--- config.mk ---
export PLATFORM = sky130hd
export DESIGN_NAME = insertion_sorter
export DESIGN_NICKNAME = d
export VERILOG_FILES = /design/src/sv/isrt_pkg.sv /design/src/sv/insertion_sorter.sv /design/src/sv/isrt_cell.sv
export SDC_FILE = /design/constraint.sdc
export NUM_CORES = 2
export LEC_CHECK = 0
export CELL_PAD_IN_SITES_DETAIL_PLACEMENT = 1
export CELL_PAD_IN_SITES_GLOBAL_PLACEMENT = 1
export CORE_AREA = 10 10 422 424
export DETAILED_ROUTE_END_ITERATION = 16
export DIE_AREA = 0 0 432 434
export DONT_BUFFER_PORTS = 1
export HOLD_SLACK_MARGIN = 0.08
export PLACE_DENSITY = 0.78
export SLEW_MARGIN = 10
export SYNTH_ARGS = -nofsm -noshare
export SYNTH_HDL_FRONTEND = slang
export SYNTH_SLANG_ARGS = --single-unit
export TNS_END_PERCENT = 30
--- constraint.sdc ---
create_clock -name aclk -period 5.9 [get_ports aclk]
set_input_delay 0.295 -clock aclk [delete_from_list [all_inputs] [get_ports aclk]]
set_output_delay 0.295 -clock aclk [all_outputs]
set_load 0.02 [all_outputs]
--- src/sv/isrt_pkg.sv ---
// shared types and constants for the insertion sorter
package isrt_pkg;

    // number of cells in the sorting chain
    localparam int unsigned MaxElements = 32;

    // element width
    localparam int unsigned ValueW = 32;

    // sequencer states, one-hot
    typedef enum logic [1:0] {
        ST_FILL  = 2'b01,
        ST_DRAIN = 2'b10
    } state_t;

    // broadcast control from the sequencer to every cell
    typedef struct packed {
        logic                     insert;
        logic                     shift;
        logic signed [ValueW-1:0] ins_value;
    } cell_ctrl_t;

    // what one cell shows its neighbours
    typedef struct packed {
        logic                     valid;
        logic                     gt;
        logic signed [ValueW-1:0] value;
    } cell_out_t;

endpackage

--- src/sv/insertion_sorter.sv ---
// top level of the insertion sorter: cell chain and batch sequencer
// Values enter one per cycle on the s_ channel while s_tready is high and are placed
// into a sorted chain of 32 cells, each cell comparing against the new value in
// parallel. Equal values keep their arrival order. Once a transaction with s_tlast
// has been inserted, s_tready drops and the chain drains from its lowest cell, one
// result per cycle while m_tready is high; m_tlast marks the final result and m_tuser
// flags a batch in which values arriving at a full chain were discarded. Input is
// taken again after the final result has gone.
module insertion_sorter (
    input  logic        aclk,
    input  logic        aresetn,
    input  logic        s_tvalid,
    output logic        s_tready,
    input  logic [31:0] s_tdata,   // [31:0] value
    input  logic        s_tlast,
    output logic        m_tvalid,
    input  logic        m_tready,
    output logic [31:0] m_tdata,   // [31:0] sorted_value
    output logic        m_tlast,
    output logic [0:0]  m_tuser    // [0] overflow
);

    localparam int unsigned Depth = isrt_pkg::MaxElements;

    isrt_pkg::state_t     state_reg;
    isrt_pkg::state_t     state_next;
    logic                 dropped_reg;
    logic                 dropped_next;
    isrt_pkg::cell_ctrl_t ctrl;
    isrt_pkg::cell_out_t  cells [Depth];
    isrt_pkg::cell_out_t  edge_left;
    isrt_pkg::cell_out_t  edge_right;
    logic                 s_accept;
    logic                 m_accept;
    logic                 full;

    // handshakes
    assign s_tready = (state_reg == isrt_pkg::ST_FILL);
    assign s_accept = s_tvalid && s_tready;
    assign m_tvalid = (state_reg == isrt_pkg::ST_DRAIN) && cells[0].valid;
    assign m_accept = m_tvalid && m_tready;
    assign full     = cells[Depth-1].valid;

    // broadcast control
    assign ctrl.insert    = s_accept && !full;
    assign ctrl.shift     = m_accept;
    assign ctrl.ins_value = $signed(s_tdata);

    // chain ends: cell zero takes the new value whenever its entry moves up, the top pulls in nothing
    assign edge_left.valid  = 1'b1;
    assign edge_left.gt     = 1'b0;
    assign edge_left.value  = '0;
    assign edge_right.valid = 1'b0;
    assign edge_right.gt    = 1'b1;
    assign edge_right.value = '0;

    // the cell chain
    for (genvar i = 0; i < Depth; i++) begin : g_cell
        isrt_cell u_cell (
            .aclk     (aclk),
            .aresetn  (aresetn),
            .ctrl     (ctrl),
            .left_in  ((i == 0) ? edge_left : cells[(i == 0) ? 0 : i-1]),
            .right_in ((i == Depth-1) ? edge_right : cells[(i == Depth-1) ? i : i+1]),
            .cell_out (cells[i])
        );
    end

    // sequencer and overflow flag
    always_comb begin
        state_next   = state_reg;
        dropped_next = dropped_reg;
        case (state_reg)
            isrt_pkg::ST_FILL: begin
                if (s_accept && full) begin
                    dropped_next = 1'b1;
                end
                if (s_accept && s_tlast) begin
                    state_next = isrt_pkg::ST_DRAIN;
                end
            end
            isrt_pkg::ST_DRAIN: begin
                if (m_accept && m_tlast) begin
                    state_next   = isrt_pkg::ST_FILL;
                    dropped_next = 1'b0;
                end
            end
            default: begin
                state_next   = isrt_pkg::ST_FILL;
                dropped_next = 1'b0;
            end
        endcase
    end

    always_ff @(posedge aclk) begin
        if (!aresetn) begin
            state_reg   <= isrt_pkg::ST_FILL;
            dropped_reg <= 1'b0;
        end else begin
            state_reg   <= state_next;
            dropped_reg <= dropped_next;
        end
    end

    // result from the lowest cell
    assign m_tdata    = cells[0].value;
    assign m_tlast    = !cells[1].valid;
    assign m_tuser[0] = dropped_reg;

    // a drain always has an entry at the bottom of the chain
    a_drain_nonempty: assert property (@(posedge aclk) disable iff (!aresetn)
        state_reg == isrt_pkg::ST_DRAIN |-> cells[0].valid)
        else $error("drain with empty chain");

    // input and output never open together
    a_one_side: assert property (@(posedge aclk) disable iff (!aresetn)
        !(s_tready && m_tvalid))
        else $error("both channels active");

    // final result empties the chain
    a_final_empties: assert property (@(posedge aclk) disable iff (!aresetn)
        m_accept && m_tlast |=> !cells[0].valid && !dropped_reg)
        else $error("chain not empty after final result");

    // an item that is not last keeps the block filling
    a_fill_stays: assert property (@(posedge aclk) disable iff (!aresetn)
        s_accept && !s_tlast |=> state_reg == isrt_pkg::ST_FILL)
        else $error("left fill without last");

endmodule

--- src/sv/isrt_cell.sv ---
// one storage cell of the insertion chain
module isrt_cell (
    input  logic                  aclk,
    input  logic                  aresetn,
    input  isrt_pkg::cell_ctrl_t  ctrl,
    input  isrt_pkg::cell_out_t   left_in,
    input  isrt_pkg::cell_out_t   right_in,
    output isrt_pkg::cell_out_t   cell_out
);

    logic                              valid_reg;
    logic                              valid_next;
    logic signed [isrt_pkg::ValueW-1:0] value_reg;
    logic signed [isrt_pkg::ValueW-1:0] value_next;
    logic                              gt;

    // an empty cell counts as larger than any value
    assign gt = !valid_reg || (value_reg > ctrl.ins_value);

    // insert moves larger entries up one place, shift drains towards cell zero
    always_comb begin
        valid_next = valid_reg;
        value_next = value_reg;
        if (ctrl.insert) begin
            if (gt) begin
                if (left_in.gt) begin
                    valid_next = left_in.valid;
                    value_next = left_in.value;
                end else begin
                    valid_next = 1'b1;
                    value_next = ctrl.ins_value;
                end
            end
        end else if (ctrl.shift) begin
            valid_next = right_in.valid;
            value_next = right_in.value;
        end
    end

    // valid flag
    always_ff @(posedge aclk) begin
        if (!aresetn) begin
            valid_reg <= 1'b0;
        end else begin
            valid_reg <= valid_next;
        end
    end

    // stored element
    always_ff @(posedge aclk) begin
        value_reg <= value_next;
    end

    assign cell_out.valid = valid_reg;
    assign cell_out.gt    = gt;
    assign cell_out.value = value_reg;

endmodule

==> results.cfg <==
[grt]
grt_pass1_vias = 79030
antenna_found_initial = 36
grt_first_pass_wirelength_um = 559200
grt_usage = 0.4033
overflow = 0
grt_max_degree = 202

[routing]
wl_um = 393900
drtIter0Drc = 12830
ant_nets = 0
wl_per_cell_um = 37.73
via_count = 80170
drc_errors = 0
via_per_inst = 7.679
drtPass1Iterations = 6

[critical_path]
critical_path_required_ps = 6400
path_buf_inv = 1
crit_family = compound AO/OA/AOI/OAI gates
max_stage_delay_ps = 730
slowest_stage = or4_1
cp-start-kind = register
cp_max_fo = 19
critPathArrivalTime_ps = 4900
crit_type = register to register
path_cells = ha_1 > nand4_1 > or4_1 > nor4_1 > o21ai_1 > o2111ai_4 > a21oi_1 > o21ai_4 > buf_4
cp-end-kind = register

[cells_and_area]
stdcell_count = 10440
area_growth_pct = 9.650
final_net_count = 9109
largest_reg_flops = 1024
utilization = 0.5137
drive_gt1_frac = 0.08097

[yosys]
synth_top_area_frac = 0.3881
synth_seq_cells = 1059
yosysTopAreaCell = edfxtp_1
synth_nets = 9394
yosysMostFrequentCell = nand2_1
synth_commonest_cells = nand2_1, edfxtp_1, ha_1, a221o_1, clkbuf_1
synth-edff-count = 1024
synth_cell_types = 73
synth_ff_type = edfxtp_1
synthCells = 8365
seq_area_frac_synth = 0.3970
avgSynthCellArea_um2 = 9.471
synthTopCellsByArea = edfxtp_1, ha_1, a221o_1
synth_area_mm2 = 0.07922
yosys_warnings = 0
synthArstFlopShare = 0

[power]
power_frac_seq = 0.387
p_int_w = 0.02141
switching_power_w = 0.01641
ir_worst_vdd_uv = 250.0
leakagePower_nw = 33.25
powerDensity_mw_per_mm2 = 435.3
combPwrFrac = 0.392
swShare = 0.4338
p_clk_frac = 0.221

[placed_design]
port_buffers = 0
place_ws_ps = 1292
placedCellCount = 10120
gp_congestion = 0.9849
dp_hpwl_um = 270300

[clock_network]
clkTransAtPathRegs_ps = 60
clock_latency_ps = 830
cts_resized = 0
cts_tree = done
clock-sinks = 1059
ctsHtreeMaxLevel = 4
clk_path_buf_depth = 3
cts_made_buffers = 134
ctsRootBufferMaster = clkbuf_16

[sta]
skew_ps = 37.84
worstMarginPinSlew_ps = 1338
rsz0062_at_grt = no
fin_tns_setup_ps = 0
fin_crit_sh = 0.7455
finalMaxSlewViolations = 0
hold_violations = 0
layout_min_cycle_time_ps = 4399
timing.slew.headroom = 0.1058
setup_viol = 0
fmax_mhz = 227.3
worst_slack_ps = 1501

[floorplan]
num_rows = 151
initial_core_util = 0.4685
die_w_um = 432
die_h_um = 434
core_mm2 = 0.1691
die_area_mm2 = 0.1875
io_pins = 73

[run_status]
status = complete, no violations

[flow_run]
cap_violations = 0

[hold_path]
hold_class = primary input to register
[power by group through the flow]
stage | Sequential [W] | Clock [W] | Combinational [W]
2_1_floorplan | 0.0128 | 0 | 0.00974
4_1_cts | 0.0144 | 0.00831 | 0.0143
6_report | 0.0146 | 0.00837 | 0.0148
5_1_grt | 0.0146 | 0.00857 | 0.0158
3_3_place_gp | 0.0145 | 0 | 0.0132
3_5_place_dp | 0.0145 | 0 | 0.0141
[repair_timing]
action / CTS / global route
hold endpoints to repair: 194 / 0
hold buffers: 37 / 0
setup buffers: 0 / 0
endpoints found under the setup margin: 0 / 0
[final timing paths]
path	start	to	slack, ps	cells after the start
max reg2reg	g_cell[20].u_cell.value_reg[27]$_DFFE_PP_	g_cell[20].u_cell.value_reg[26]$_DFFE_PP_	1500	9
min	s_tdata[1]	g_cell[18].u_cell.value_reg[1]$_DFFE_PP_	140	5
min reg2reg	g_cell[31].u_cell.value_reg[4]$_SDFFCE_PN0P_	g_cell[30].u_cell.value_reg[4]$_DFFE_PP_	550	1
max	g_cell[20].u_cell.value_reg[27]$_DFFE_PP_	g_cell[20].u_cell.value_reg[26]$_DFFE_PP_	1500	9
[cell usage in the layout (no fill, tap or decap), types with 28 or more instances in the layout]
| cell type | instances |
|---|---|
| mux2_2 | 31 |
| dlygate4sd3_1 | 35 |
| o311a_1 | 57 |
| a221o_1 | 632 |
| o211ai_1 | 91 |
| nor3_1 | 535 |
| clkbuf_1 | 39 |
| diode_2 | 34 |
| nor2_4 | 32 |
| a31oi_1 | 259 |
| edfxtp_1 | 1024 |
| clkinv_1 | 28 |
| nor2_1 | 324 |
| nand4_1 | 424 |
| clkbuf_16 | 140 |
| inv_2 | 32 |
| nor2b_1 | 51 |
| mux2i_1 | 66 |
| o21ai_0 | 334 |
| o21a_1 | 30 |
| o22ai_1 | 40 |
| dfxtp_1 | 33 |
| nand2_1 | 1339 |
| nand3_1 | 364 |
| buf_4 | 250 |
| inv_1 | 57 |
| ha_1 | 992 |
| a21oi_1 | 380 |
| a21o_1 | 44 |
| a211oi_1 | 36 |
| nor4_1 | 88 |
[worst register-to-register path, stage by stage, from the launching register on]
cell	delay, ps
edfxtp_1	450
ha_1	360
nand4_1	290
or4_1	730
nor4_1	340
o21ai_1	180
o2111ai_4	400
a21oi_1	280
o21ai_4	640
buf_4	390
[area by class of cell]
class / count / area (um2)
Fill cell: 18690 / 82230
Multi-Input combinational cell: 6489 / 45350
Sequential cell: 1059 / 31450
Clock buffer: 183 / 3705
Tap cell: 2218 / 2775
Timing Repair Buffer: 307 / 2668
Clock inverter: 61 / 500.5
Inverter: 89 / 334.1
Antenna cell: 34 / 85.08
[metal layers]
metal | wire, um | GRT usage
met3 | 57650 | 0.1396
met1 | 143300 | 0.5136
met5 | 105 | 0
met4 | 32170 | 0.2769
met2 | 160700 | 0.5712
[metrics by stage]
stage | hold WS, ps | total power (W) | area [um2]
floorplan | 459.2 | 0.02254 | 79220
global route | 171.3 | 0.03904 | 86790
finish | 139.4 | 0.03781 | 86870
detailed placement | 460.2 | 0.02859 | 82160
global placement | 457.1 | 0.02770 | 82160
CTS | 87.79 | 0.03697 | 86760
[kinds of logic (layout without fill, tap and decap cells)]
logic type               Yosys count  in the layout  synth area share
AO/OA/AOI/OAI                   2166           2166            0.2041
buffers and inverters            817            640           0.04125
adder cells (fa/ha/maj)          992            992            0.1567
multiplexers                      97             97           0.01275
AND/OR/NAND/NOR                 3234           3234            0.1882
flip-flops                      1059           1059            0.3970
other                              0             34                 0
Note: power is estimated with default switching activity, not from simulation.
